--- src/rtl/tpa_pkg.sv ---
// ----------------------------------------------------------------------------
// tpa_pkg: shared types and constants for the tilt posture alarm
// Holds widths, register map, CORDIC arctangent table and the queue entry.
// ----------------------------------------------------------------------------
package tpa_pkg;

    localparam int CordicStepsDefault = 16;
    localparam int CordicStepsMax     = 24;
    localparam int AngleLimit         = 1440;
    localparam int MsPerMin           = 60000;
    localparam int MsPerSec           = 1000;

    localparam logic [1:0] REG_HIGH_TH   = 2'd0;
    localparam logic [1:0] REG_LOW_TH    = 2'd1;
    localparam logic [1:0] REG_SAVE_INT  = 2'd2;
    localparam logic [1:0] REG_LOG_LIMIT = 2'd3;

    typedef struct packed {
        logic signed [15:0] accel_x;
        logic signed [15:0] accel_y;
        logic signed [15:0] accel_z;
        logic               calibrate;
        logic [31:0]        now_ms;
    } sample_t;

    typedef struct packed {
        logic [11:0] high_threshold;
        logic [11:0] low_threshold;
        logic [31:0] save_interval_ms;
        logic [9:0]  log_limit;
    } cfg_t;

    // queue entry from the angle front end to the alarm back end
    typedef struct packed {
        logic signed [11:0] angle;
        logic               calibrate;
        logic [31:0]        now_ms;
    } angle_item_t;

    typedef struct packed {
        logic signed [12:0] deviation;
        logic               led_on;
        logic               vibrate;
        logic               event_valid;
        logic [16:0]        event_minutes;
        logic [5:0]         event_seconds;
        logic signed [12:0] event_deviation;
        logic               flush;
    } result_t;

    function automatic logic [22:0] atan_entry(input logic [4:0] i);
        logic [22:0] r;
        begin
            unique case (i)
                5'd0:  r = 23'd2949120;
                5'd1:  r = 23'd1740967;
                5'd2:  r = 23'd919879;
                5'd3:  r = 23'd466945;
                5'd4:  r = 23'd234379;
                5'd5:  r = 23'd117304;
                5'd6:  r = 23'd58666;
                5'd7:  r = 23'd29335;
                5'd8:  r = 23'd14668;
                5'd9:  r = 23'd7334;
                5'd10: r = 23'd3667;
                5'd11: r = 23'd1833;
                5'd12: r = 23'd917;
                5'd13: r = 23'd458;
                5'd14: r = 23'd229;
                5'd15: r = 23'd115;
                5'd16: r = 23'd57;
                5'd17: r = 23'd29;
                5'd18: r = 23'd14;
                5'd19: r = 23'd7;
                5'd20: r = 23'd4;
                5'd21: r = 23'd2;
                5'd22: r = 23'd1;
                default: r = 23'd0;
            endcase
            atan_entry = r;
        end
    endfunction

endpackage

--- src/rtl/tpa_angle.sv ---
// ----------------------------------------------------------------------------
// tpa_angle: pitch front end
// Squares, takes a bit-serial square root and runs an iterative CORDIC to
// give the pitch in 1/16 degree for one sample at a time.
// ----------------------------------------------------------------------------
module tpa_angle
    import tpa_pkg::*;
#(
    parameter int CORDIC_STEPS = CordicStepsDefault
)
(
    input  logic        clk,
    input  logic        rst_n,
    input  logic        in_valid,
    output logic        in_ready,
    input  sample_t     in_item,
    output logic        out_valid,
    input  logic        out_ready,
    output angle_item_t out_item
);

    localparam logic [2:0] ST_IDLE = 3'd0;
    localparam logic [2:0] ST_SQ   = 3'd1;
    localparam logic [2:0] ST_ROOT = 3'd2;
    localparam logic [2:0] ST_CORD = 3'd3;
    localparam logic [2:0] ST_DONE = 3'd4;

    // radius*256 < 2^24; CORDIC growth stays below 2^26
    localparam int XW = 28;
    localparam int AW = 26;

    logic [2:0]          state_reg, state_next;
    sample_t             smp_reg;
    logic [31:0]         sqx_reg, sqz_reg;
    logic [47:0]         rem_reg;
    logic [24:0]         root_reg;
    logic [4:0]          cnt_reg;
    logic signed [XW-1:0] xv_reg, yv_reg;
    logic signed [AW-1:0] acc_reg;
    logic signed [11:0]  ang_reg;
    logic                zero_in_reg;

    // one square-root digit per cycle on the 48-bit radicand, two bits a step
    logic [49:0] rad;
    logic [47:0] trial_rem;
    logic [26:0] trial;
    logic        take;

    logic signed [XW-1:0] dx, dy;
    logic [22:0]          atab;
    logic signed [AW-1:0] acc_neg, rnd;
    logic signed [13:0]   r14;

    assign in_ready  = (state_reg == ST_IDLE);
    assign out_valid = (state_reg == ST_DONE);
    assign out_item.angle     = ang_reg;
    assign out_item.calibrate = smp_reg.calibrate;
    assign out_item.now_ms    = smp_reg.now_ms;

    // radicand is (x^2+z^2)<<16, below 2^48
    logic [31:0] sqsum;
    logic [47:0] radicand;
    logic [47:0] rad_shift;
    assign sqsum    = sqx_reg + sqz_reg;
    assign radicand = {sqsum, 16'd0};

    // digit pair for step cnt: radicand bits [2k+1:2k], k = 23 - cnt
    logic [5:0]  pos;
    logic [1:0]  pair;
    assign pos       = 6'd46 - {cnt_reg, 1'b0};
    assign rad_shift = radicand >> pos;
    assign pair      = rad_shift[1:0];
    assign rad       = {rem_reg, pair};
    assign trial     = {root_reg[24:0], 2'b01};
    assign take      = (rad >= {23'd0, trial});
    assign trial_rem = take ? (rad[47:0] - 48'(trial)) : rad[47:0];

    assign dx   = yv_reg >>> cnt_reg;
    assign dy   = xv_reg >>> cnt_reg;
    assign atab = atan_entry(cnt_reg);
    assign acc_neg = -acc_reg;
    assign rnd     = (acc_neg + AW'(2048)) >>> 12;
    assign r14     = rnd[13:0];

    always_comb
    begin
        state_next = state_reg;
        unique case (state_reg)
            ST_IDLE: if (in_valid) state_next = ST_SQ;
            ST_SQ:   state_next = ST_ROOT;
            ST_ROOT: if (cnt_reg == 5'd24) state_next = ST_CORD;
            ST_CORD: if (cnt_reg == 5'(CORDIC_STEPS)) state_next = ST_DONE;
            ST_DONE: if (out_ready) state_next = ST_IDLE;
            default: state_next = ST_IDLE;
        endcase
    end

    always_ff @(posedge clk or negedge rst_n)
    begin
        if (!rst_n)
        begin
            state_reg <= ST_IDLE;
        end
        else
        begin
            state_reg <= state_next;
        end
    end

    always_ff @(posedge clk)
    begin
        unique case (state_reg)
            ST_IDLE:
            begin
                if (in_valid) smp_reg <= in_item;
            end
            ST_SQ:
            begin
                sqx_reg  <= 32'(smp_reg.accel_x) * 32'(smp_reg.accel_x);
                sqz_reg  <= 32'(smp_reg.accel_z) * 32'(smp_reg.accel_z);
                rem_reg  <= '0;
                root_reg <= '0;
                cnt_reg  <= '0;
                // zero check must see the inputs, not the rotated vector
                zero_in_reg <= (smp_reg.accel_x == 0) && (smp_reg.accel_y == 0)
                    && (smp_reg.accel_z == 0);
            end
            ST_ROOT:
            begin
                if (cnt_reg == 5'd24)
                begin
                    // seed CORDIC with (r, y*256); cnt is now the iteration index
                    xv_reg  <= XW'(root_reg);
                    yv_reg  <= XW'(smp_reg.accel_y) <<< 8;
                    acc_reg <= '0;
                    cnt_reg <= '0;
                end
                else
                begin
                    rem_reg  <= trial_rem;
                    root_reg <= {root_reg[23:0], take};
                    cnt_reg  <= cnt_reg + 5'd1;
                end
            end
            ST_CORD:
            begin
                if (cnt_reg == 5'(CORDIC_STEPS))
                begin
                    if (zero_in_reg)
                        ang_reg <= '0;
                    else if (r14 > 14'sd1440)
                        ang_reg <= 12'sd1440;
                    else if (r14 < -14'sd1440)
                        ang_reg <= -12'sd1440;
                    else
                        ang_reg <= r14[11:0];
                end
                else
                begin
                    if (yv_reg > 0)
                    begin
                        xv_reg  <= xv_reg + dx;
                        yv_reg  <= yv_reg - dy;
                        acc_reg <= acc_reg + AW'(atab);
                    end
                    else
                    begin
                        xv_reg  <= xv_reg - dx;
                        yv_reg  <= yv_reg + dy;
                        acc_reg <= acc_reg - AW'(atab);
                    end
                    cnt_reg <= cnt_reg + 5'd1;
                end
            end
            default:
            begin
            end
        endcase
    end

endmodule

--- src/rtl/tpa_alarm.sv ---
// ----------------------------------------------------------------------------
// tpa_alarm: alarm back end
// Applies calibration, hysteresis, event logging and flush timing.
// ----------------------------------------------------------------------------
module tpa_alarm
    import tpa_pkg::*;
(
    input  logic        clk,
    input  logic        rst_n,
    input  cfg_t        cfg,
    input  logic        in_valid,
    output logic        in_ready,
    input  angle_item_t in_item,
    output logic        out_valid,
    input  logic        out_ready,
    output result_t     out_item
);

    localparam logic [2:0] ST_IDLE = 3'd0;
    localparam logic [2:0] ST_TIME = 3'd1;
    localparam logic [2:0] ST_REM  = 3'd2;
    localparam logic [2:0] ST_SEC  = 3'd3;
    localparam logic [2:0] ST_DONE = 3'd4;

    // ceil(2^47 / 60000): exact quotient for any 32-bit time
    localparam logic [31:0] MinRecip = 32'd2345624806;
    // ceil(2^26 / 1000): exact quotient for remainders below one minute
    localparam logic [31:0] SecRecip = 32'd67109;

    logic [2:0]         state_reg;
    angle_item_t        itm_reg;
    logic signed [11:0] zero_reg;
    logic               cal_reg, outside_reg, vib_reg;
    logic [9:0]         pend_reg;
    logic [31:0]        last_reg;
    result_t            res_reg;
    logic [16:0]        min_reg;
    logic [15:0]        msrem_reg;

    logic signed [11:0] zero_use;
    logic signed [12:0] dev;
    logic               cal_use, hi, lo, ev, fl;
    logic [9:0]         pend_a, pend_b;
    logic [31:0]        last_a;
    logic               outside_n, vib_n;

    // now/60000 by reciprocal multiply; the remainder is registered in ST_REM and the seconds in ST_SEC
    logic [63:0] q_prod;
    logic [16:0] q_est;
    logic [31:0] q_rem;
    logic [31:0] sec_prod;
    logic [5:0]  sec_w;
    assign q_prod   = {32'd0, itm_reg.now_ms} * {32'd0, MinRecip};
    assign q_est    = q_prod[63:47];
    assign q_rem    = itm_reg.now_ms - 32'(min_reg) * 32'(MsPerMin);
    assign sec_prod = 32'(msrem_reg) * SecRecip;
    assign sec_w    = sec_prod[31:26];

    assign in_ready  = (state_reg == ST_IDLE);
    assign out_valid = (state_reg == ST_DONE);
    assign out_item  = res_reg;

    assign cal_use  = cal_reg | itm_reg.calibrate;
    assign zero_use = itm_reg.calibrate ? itm_reg.angle : zero_reg;
    assign dev      = 13'(itm_reg.angle) - 13'(zero_use);
    assign hi       = dev > $signed({1'b0, cfg.high_threshold});
    assign lo       = dev < $signed({1'b0, cfg.low_threshold});

    always_comb
    begin
        ev = 1'b0;
        fl = 1'b0;
        pend_a = pend_reg;
        last_a = last_reg;
        outside_n = outside_reg;
        vib_n = vib_reg;
        if (cal_use)
        begin
            if (hi)
            begin
                vib_n = 1'b1;
                if (!outside_reg)
                begin
                    outside_n = 1'b1;
                    if (pend_a < cfg.log_limit)
                    begin
                        ev = 1'b1;
                        pend_a = pend_a + 10'd1;
                    end
                    if (pend_a >= cfg.log_limit)
                    begin
                        if (pend_a != 0) fl = 1'b1;
                        pend_a = '0;
                        last_a = itm_reg.now_ms;
                    end
                end
            end
            else if (lo)
            begin
                vib_n = 1'b0;
                outside_n = 1'b0;
            end
        end
        pend_b = pend_a;
        if (cal_use && ((itm_reg.now_ms - last_a) >= cfg.save_interval_ms))
        begin
            if (pend_a != 0) fl = 1'b1;
            pend_b = '0;
            last_a = itm_reg.now_ms;
        end
    end

    always_ff @(posedge clk or negedge rst_n)
    begin
        if (!rst_n)
        begin
            state_reg   <= ST_IDLE;
            itm_reg     <= '0;
            zero_reg    <= '0;
            cal_reg     <= 1'b0;
            outside_reg <= 1'b0;
            vib_reg     <= 1'b0;
            pend_reg    <= '0;
            last_reg    <= '0;
            res_reg     <= '0;
            min_reg     <= '0;
            msrem_reg   <= '0;
        end
        else
        begin
            unique case (state_reg)
                ST_IDLE:
                begin
                    if (in_valid)
                    begin
                        itm_reg   <= in_item;
                        state_reg <= ST_TIME;
                    end
                end
                ST_TIME:
                begin
                    min_reg   <= q_est;
                    zero_reg  <= zero_use;
                    cal_reg   <= cal_use;
                    outside_reg <= outside_n;
                    vib_reg   <= vib_n;
                    pend_reg  <= pend_b;
                    last_reg  <= last_a;
                    res_reg.deviation   <= dev;
                    res_reg.led_on      <= itm_reg.calibrate;
                    res_reg.vibrate     <= vib_n;
                    res_reg.event_valid <= ev;
                    res_reg.event_deviation <= ev ? dev : '0;
                    res_reg.flush       <= fl;
                    state_reg <= ST_REM;
                end
                ST_REM:
                begin
                    msrem_reg <= q_rem[15:0];
                    state_reg <= ST_SEC;
                end
                ST_SEC:
                begin
                    res_reg.event_minutes <= res_reg.event_valid ? min_reg : '0;
                    res_reg.event_seconds <= res_reg.event_valid ? sec_w : '0;
                    state_reg <= ST_DONE;
                end
                ST_DONE:
                begin
                    if (out_ready) state_reg <= ST_IDLE;
                end
                default: state_reg <= ST_IDLE;
            endcase
        end
    end

endmodule

--- src/rtl/tilt_posture_alarm.sv ---
// Order of work per sample: square, root digits, CORDIC seed, CORDIC_STEPS
// rotations, round, queue load, then the back end accepts, runs the alarm,
// registers the remainder and the seconds. The front end takes a new sample
// only after it has handed the previous one on; the back end sits behind a
// one-entry queue, and a stall there holds the front end once the queue is full.
// Reset: asynchronous active low, registers return to defaults except front-end datapath and queue data.
// ----------------------------------------------------------------------------
// tilt_posture_alarm: accelerometer pitch with hysteresis alarm and event log
// Front end computes pitch, back end drives vibrator, events and flush.
// ----------------------------------------------------------------------------
module tilt_posture_alarm
    import tpa_pkg::*;
#(
    parameter int CORDIC_STEPS = CordicStepsDefault
)
(
    input  logic        clk,
    input  logic        rst_n,
    input  logic        psel,
    input  logic        penable,
    input  logic        pwrite,
    input  logic [3:0]  paddr,
    input  logic [31:0] pwdata,
    output logic [31:0] prdata,
    output logic        pready,
    input  logic        s_tvalid,
    output logic        s_tready,
    // accel_x[15:0], accel_y[31:16], accel_z[47:32], now_ms[79:48]
    input  logic [79:0] s_tdata,
    // calibrate
    input  logic        s_tuser,
    output logic        m_tvalid,
    input  logic        m_tready,
    // deviation[12:0], event_minutes[29:13], event_seconds[35:30],
    // event_deviation[48:36], zeros above
    output logic [55:0] m_tdata,
    // led_on[0], vibrate[1], event_valid[2], flush[3]
    output logic [3:0]  m_tuser
);

    cfg_t        cfg_reg;
    sample_t     smp;
    angle_item_t a_item, q_reg;
    logic        a_valid, a_ready, q_valid_reg, b_ready;
    result_t     res;
    logic        wr;

    assign pready = 1'b1;
    assign wr = psel & penable & pwrite;

    always_ff @(posedge clk or negedge rst_n)
    begin
        if (!rst_n)
        begin
            cfg_reg.high_threshold   <= 12'd400;
            cfg_reg.low_threshold    <= 12'd320;
            cfg_reg.save_interval_ms <= 32'd20000;
            cfg_reg.log_limit        <= 10'd300;
        end
        else if (wr && paddr[1:0] == 2'b00 && paddr[3:2] == REG_HIGH_TH)
            cfg_reg.high_threshold <= pwdata[11:0];
        else if (wr && paddr[1:0] == 2'b00 && paddr[3:2] == REG_LOW_TH)
            cfg_reg.low_threshold <= pwdata[11:0];
        else if (wr && paddr[1:0] == 2'b00 && paddr[3:2] == REG_SAVE_INT)
            cfg_reg.save_interval_ms <= pwdata;
        else if (wr && paddr[1:0] == 2'b00 && paddr[3:2] == REG_LOG_LIMIT)
            cfg_reg.log_limit <= pwdata[9:0];
    end

    always_comb
    begin
        unique case (paddr[3:2])
            REG_HIGH_TH:   prdata = {20'd0, cfg_reg.high_threshold};
            REG_LOW_TH:    prdata = {20'd0, cfg_reg.low_threshold};
            REG_SAVE_INT:  prdata = cfg_reg.save_interval_ms;
            REG_LOG_LIMIT: prdata = {22'd0, cfg_reg.log_limit};
            default:       prdata = '0;
        endcase
    end

    assign smp.accel_x   = s_tdata[15:0];
    assign smp.accel_y   = s_tdata[31:16];
    assign smp.accel_z   = s_tdata[47:32];
    assign smp.now_ms    = s_tdata[79:48];
    assign smp.calibrate = s_tuser;

    tpa_angle #(.CORDIC_STEPS(CORDIC_STEPS)) u_angle (
        .clk(clk), .rst_n(rst_n),
        .in_valid(s_tvalid), .in_ready(s_tready), .in_item(smp),
        .out_valid(a_valid), .out_ready(a_ready), .out_item(a_item)
    );

    // one-entry queue between front and back
    assign a_ready = !q_valid_reg;
    always_ff @(posedge clk or negedge rst_n)
    begin
        if (!rst_n)
            q_valid_reg <= 1'b0;
        else if (a_valid && a_ready)
            q_valid_reg <= 1'b1;
        else if (b_ready)
            q_valid_reg <= 1'b0;
    end
    always_ff @(posedge clk)
    begin
        if (a_valid && a_ready) q_reg <= a_item;
    end

    tpa_alarm u_alarm (
        .clk(clk), .rst_n(rst_n), .cfg(cfg_reg),
        .in_valid(q_valid_reg), .in_ready(b_ready), .in_item(q_reg),
        .out_valid(m_tvalid), .out_ready(m_tready), .out_item(res)
    );

    assign m_tdata = {7'd0, res.event_deviation, res.event_seconds,
                      res.event_minutes, res.deviation};
    assign m_tuser = {res.flush, res.event_valid, res.vibrate, res.led_on};

endmodule

--- config.mk ---
export PLATFORM = sky130hd
export DESIGN_NAME = tilt_posture_alarm
export DESIGN_NICKNAME = d
export VERILOG_FILES = /design/src/rtl/tpa_pkg.sv /design/src/rtl/tpa_angle.sv /design/src/rtl/tpa_alarm.sv /design/src/rtl/tilt_posture_alarm.sv
export SDC_FILE = /design/constraint.sdc
export NUM_CORES = 2
export LEC_CHECK = 0
export BUFFER_PORTS_ARGS = -buffer_cell sky130_fd_sc_hd__buf_2
export CELL_PAD_IN_SITES_DETAIL_PLACEMENT = 0
export CELL_PAD_IN_SITES_GLOBAL_PLACEMENT = 1
export CORE_ASPECT_RATIO = 1.1
export CORE_MARGIN = 5
export CORE_UTILIZATION = 30
export DETAILED_ROUTE_END_ITERATION = 7
export PLACE_DENSITY_LB_ADDON = 0.08
export SYNTH_ARGS = -nofsm -noshare
export SYNTH_HDL_FRONTEND = slang
export SYNTH_SLANG_ARGS = --single-unit
--- constraint.sdc ---
create_clock -name clk -period 46.5 [get_ports clk]
set_clock_uncertainty 0.2 [all_clocks]
set_input_delay 9.3 -clock clk [delete_from_list [all_inputs] [get_ports clk]]
set_output_delay 9.3 -clock clk [all_outputs]
set_load 0.1 [all_outputs]
==> key figures <==
Flow run
  – Max_cap viols: 0

Placed design
  – Post-DP HPWL: 192 mm
  – # port buffers: 210
  – Gpl congestion: 0.808

STA
  – RSZ-0062 raised after global routing: false
  – Final setup violation count: 0
  – Setup tns final: 0 ns
  – Worst-Margin Slew: 1.18 ns
  – Slew HR: 21.2%
  – Final worst path period share: 44.9%
  – Max Fclk: 47.9 MHz
  – Max Slew Vio Count: 0
  – Final min period: 20.86 ns
  – Final hold vios: 0

Yosys
  – Yosys cell types: 103
  – Register area share after synthesis: 22.8%
  – Share of the synthesized area in the top cell type: 23.8%
  – Post-synth EDFFs: 361
  – Post-Syn Instances: 7743
  – Mapped cell area: 78100 um2
  – Leading area contributor after synthesis: fa_1
  – Ranking of synthesized cells by area: fa_1, ha_1, edfxtp_1
  – Asr flop ratio synth: 40.3%
  – Post-synth top flop: edfxtp_1
  – Avg Cell Area, Syn: 10.1 um2
  – Yosys reg bits: 642
  – Yosys warns: 0

CTS
  – Clock slew at reported path FFs: 0.06 ns
  – # H-tree levels: 3
  – CTS tree: yes
  – Later-pin clock latency in the skew report: 0.74 ns
  – Total clock sinks: 642
  – Resize count post-CTS: 0
  – CTS Root Cell: clkbuf_16
  – Max Root-Sink Buffers: 3
  – Setup repair bufs after CTS: 0
  – CTS Hold Buffers Added: 0
  – Num CTS Buffers: 90

Route
  – Routed WL per cell: 20.7 um
  – DR iter-0 viols: 2178
  – First-pass detailed-route iteration total: 7
  – DRC viols: 0
  – Vias per cell: 4.75
  – ANT nets after route: 0
  – Via count: 54400
  – WL final: 237 mm

Layout
  – Layout cells sized above 1: 9.73%
  – Final-stage net count: 9974
  – Area growth syn-to-layout: 10.9%
  – Max reg flops: 66
  – Core Util, Final: 33.4%

Floorplan
  – Cell Rows: 196
  – Die Y: 545 um
  – Core ar.: 259000 um2
  – Io pins: 219
  – DIE WIDTH: 497 um
  – Initial Utilization: 30.1%
  – Die Area: 271000 um2

Global routing
  – Largest net degree at the start of global routing: 86
  – Initial antenna violation count: 5
  – First-pass GRT wire length: 369 mm
  – Vias in the first global route: 59100
  – GRT Util Overall: 17.6%
  – Total congestion overflow: 0

Worst setup path
  – Worst endpoint data arrival time: 11.36 ns
  – Worst setup EP type: primary output
  – Critical path class: in2out
  – Max FO, Critical Path: 21
  – Kind of start point of the critical path: primary input
  – Required time of the critical path: 37.00 ns

Status
  – Status: finished, final reports clean

Min path
  – HP Class: reg2reg
-- kinds of logic (layout without fill, tap and decap cells) --
kind of cell | after synthesis | in the layout | synth area share, %
fa+ha+maj | 1923 | 1923 | 39.7
simple gates | 1656 | 1656 | 10.1
buf+inv | 1628 | 1882 | 7.95
compound gates | 1215 | 1215 | 9.93
flops | 642 | 642 | 22.8
xor+xnor | 367 | 367 | 4.11
mux | 310 | 310 | 5.43
other cells | 2 | 10 | 0.00961
-- layout by cell type (no fill, tap or decap), types with 38 or more instances in the layout --
cell       synthesis  final
buf_2             31    209
o21bai_1          45     45
xnor2_1          230    230
a21oi_1          337    337
o21ai_0          291    289
xor2_1           137    137
inv_1           1403   1402
fa_1             929    929
nand2b_1          55     55
a31oi_1           39     39
a21o_1           170    170
nor3_1            83     80
nor2_1           360    357
and2_1           148    147
nor4_1            44     42
mux2i_1           73     73
ha_1             994    994
dfrtp_1          245    245
nor2b_1           49     49
buf_4             12     96
o21a_1            53     53
mux2_2           162    162
nand3_1           90     90
nand2_1          615    614
nand4_1           57     57
mux4_2            75     75
edfxtp_1         361    361
and3_1            38     38
clkbuf_16          0     93
-- cell usage after synthesis (28+ instances only) --
cell and n:
a211oi_1 28, a21o_1 170, a21oi_1 337, a31oi_1 39, and2_1 148, and3_1 38
buf_2 31, clkbuf_1 159, dfrtp_1 245, edfxtp_1 361, fa_1 929, ha_1 994
inv_1 1403, mux2_2 162, mux2i_1 73, mux4_2 75, nand2_1 615, nand2b_1 55
nand3_1 90, nand4_1 57, nor2_1 360, nor2b_1 49, nor3_1 83, nor4_1 44
o21a_1 53, o21ai_0 291, o21bai_1 45, or3_1 30, xnor2_1 230, xor2_1 137
-- layer usage --
layer,global-route usage (%),share of wire [%],vias up
li1,-,-,26200
met1,22.8,44,27400
met2,31.9,51,680
met3,1.57,2.5,179
met4,3.75,2.1,2
met5,0,0.0055,-
-- stage by stage --
stage	setup WS, ns	cell area [um2]	hold slack [ns]	cells
global route	25.36	86600	0.227	11500
floorplan	24.79	78200	0.200	7749
finish	25.64	86600	0.216	11500
global placement	25.64	83500	0.203	11300
detailed placement	25.51	83500	0.205	11300
CTS	25.51	86600	0.218	11500
-- cell type report --
| class | count | area (um2) |
|---|---|---|
| diodes | 2 | 5.00 |
| clock buffers | 134 | 2610 |
| clock inverters | 34 | 547 |
| fillers | 26700 | 173000 |
| inverters | 1408 | 5290 |
| multi-input cells | 5479 | 54300 |
| flip-flops and latches | 642 | 17800 |
| well taps | 3465 | 4340 |
| repair buffers | 306 | 1780 |
-- worst paths after layout --
path                                           from              endpoint  slack, ns  cells past startpoint
worst max register to register  u_alarm.itm_reg[32]   u_alarm.pend_reg[6]      34.77                     42
worst min register to register   u_angle.ang_reg[4]             q_reg[37]       0.22                      0
worst max-delay path                       paddr[3]            prdata[27]      25.64                      4
min in group asynchronous                     rst_n   u_alarm.pend_reg[8]       8.34                      1
worst min-delay path             u_angle.ang_reg[4]             q_reg[37]       0.22                      0
max in group asynchronous                     rst_n  u_alarm.last_reg[20]      35.54                      3
-- worst max-delay path, cell delays in order --
cell and delay (ns):
buf_2 0.38, nor2b_1 0.98, and2_1 0.25, buf_2 0.43
Power is left out: the tool's default activity adds up to more than one toggle a clock period on the data nets, which glitch-free logic cannot reach.
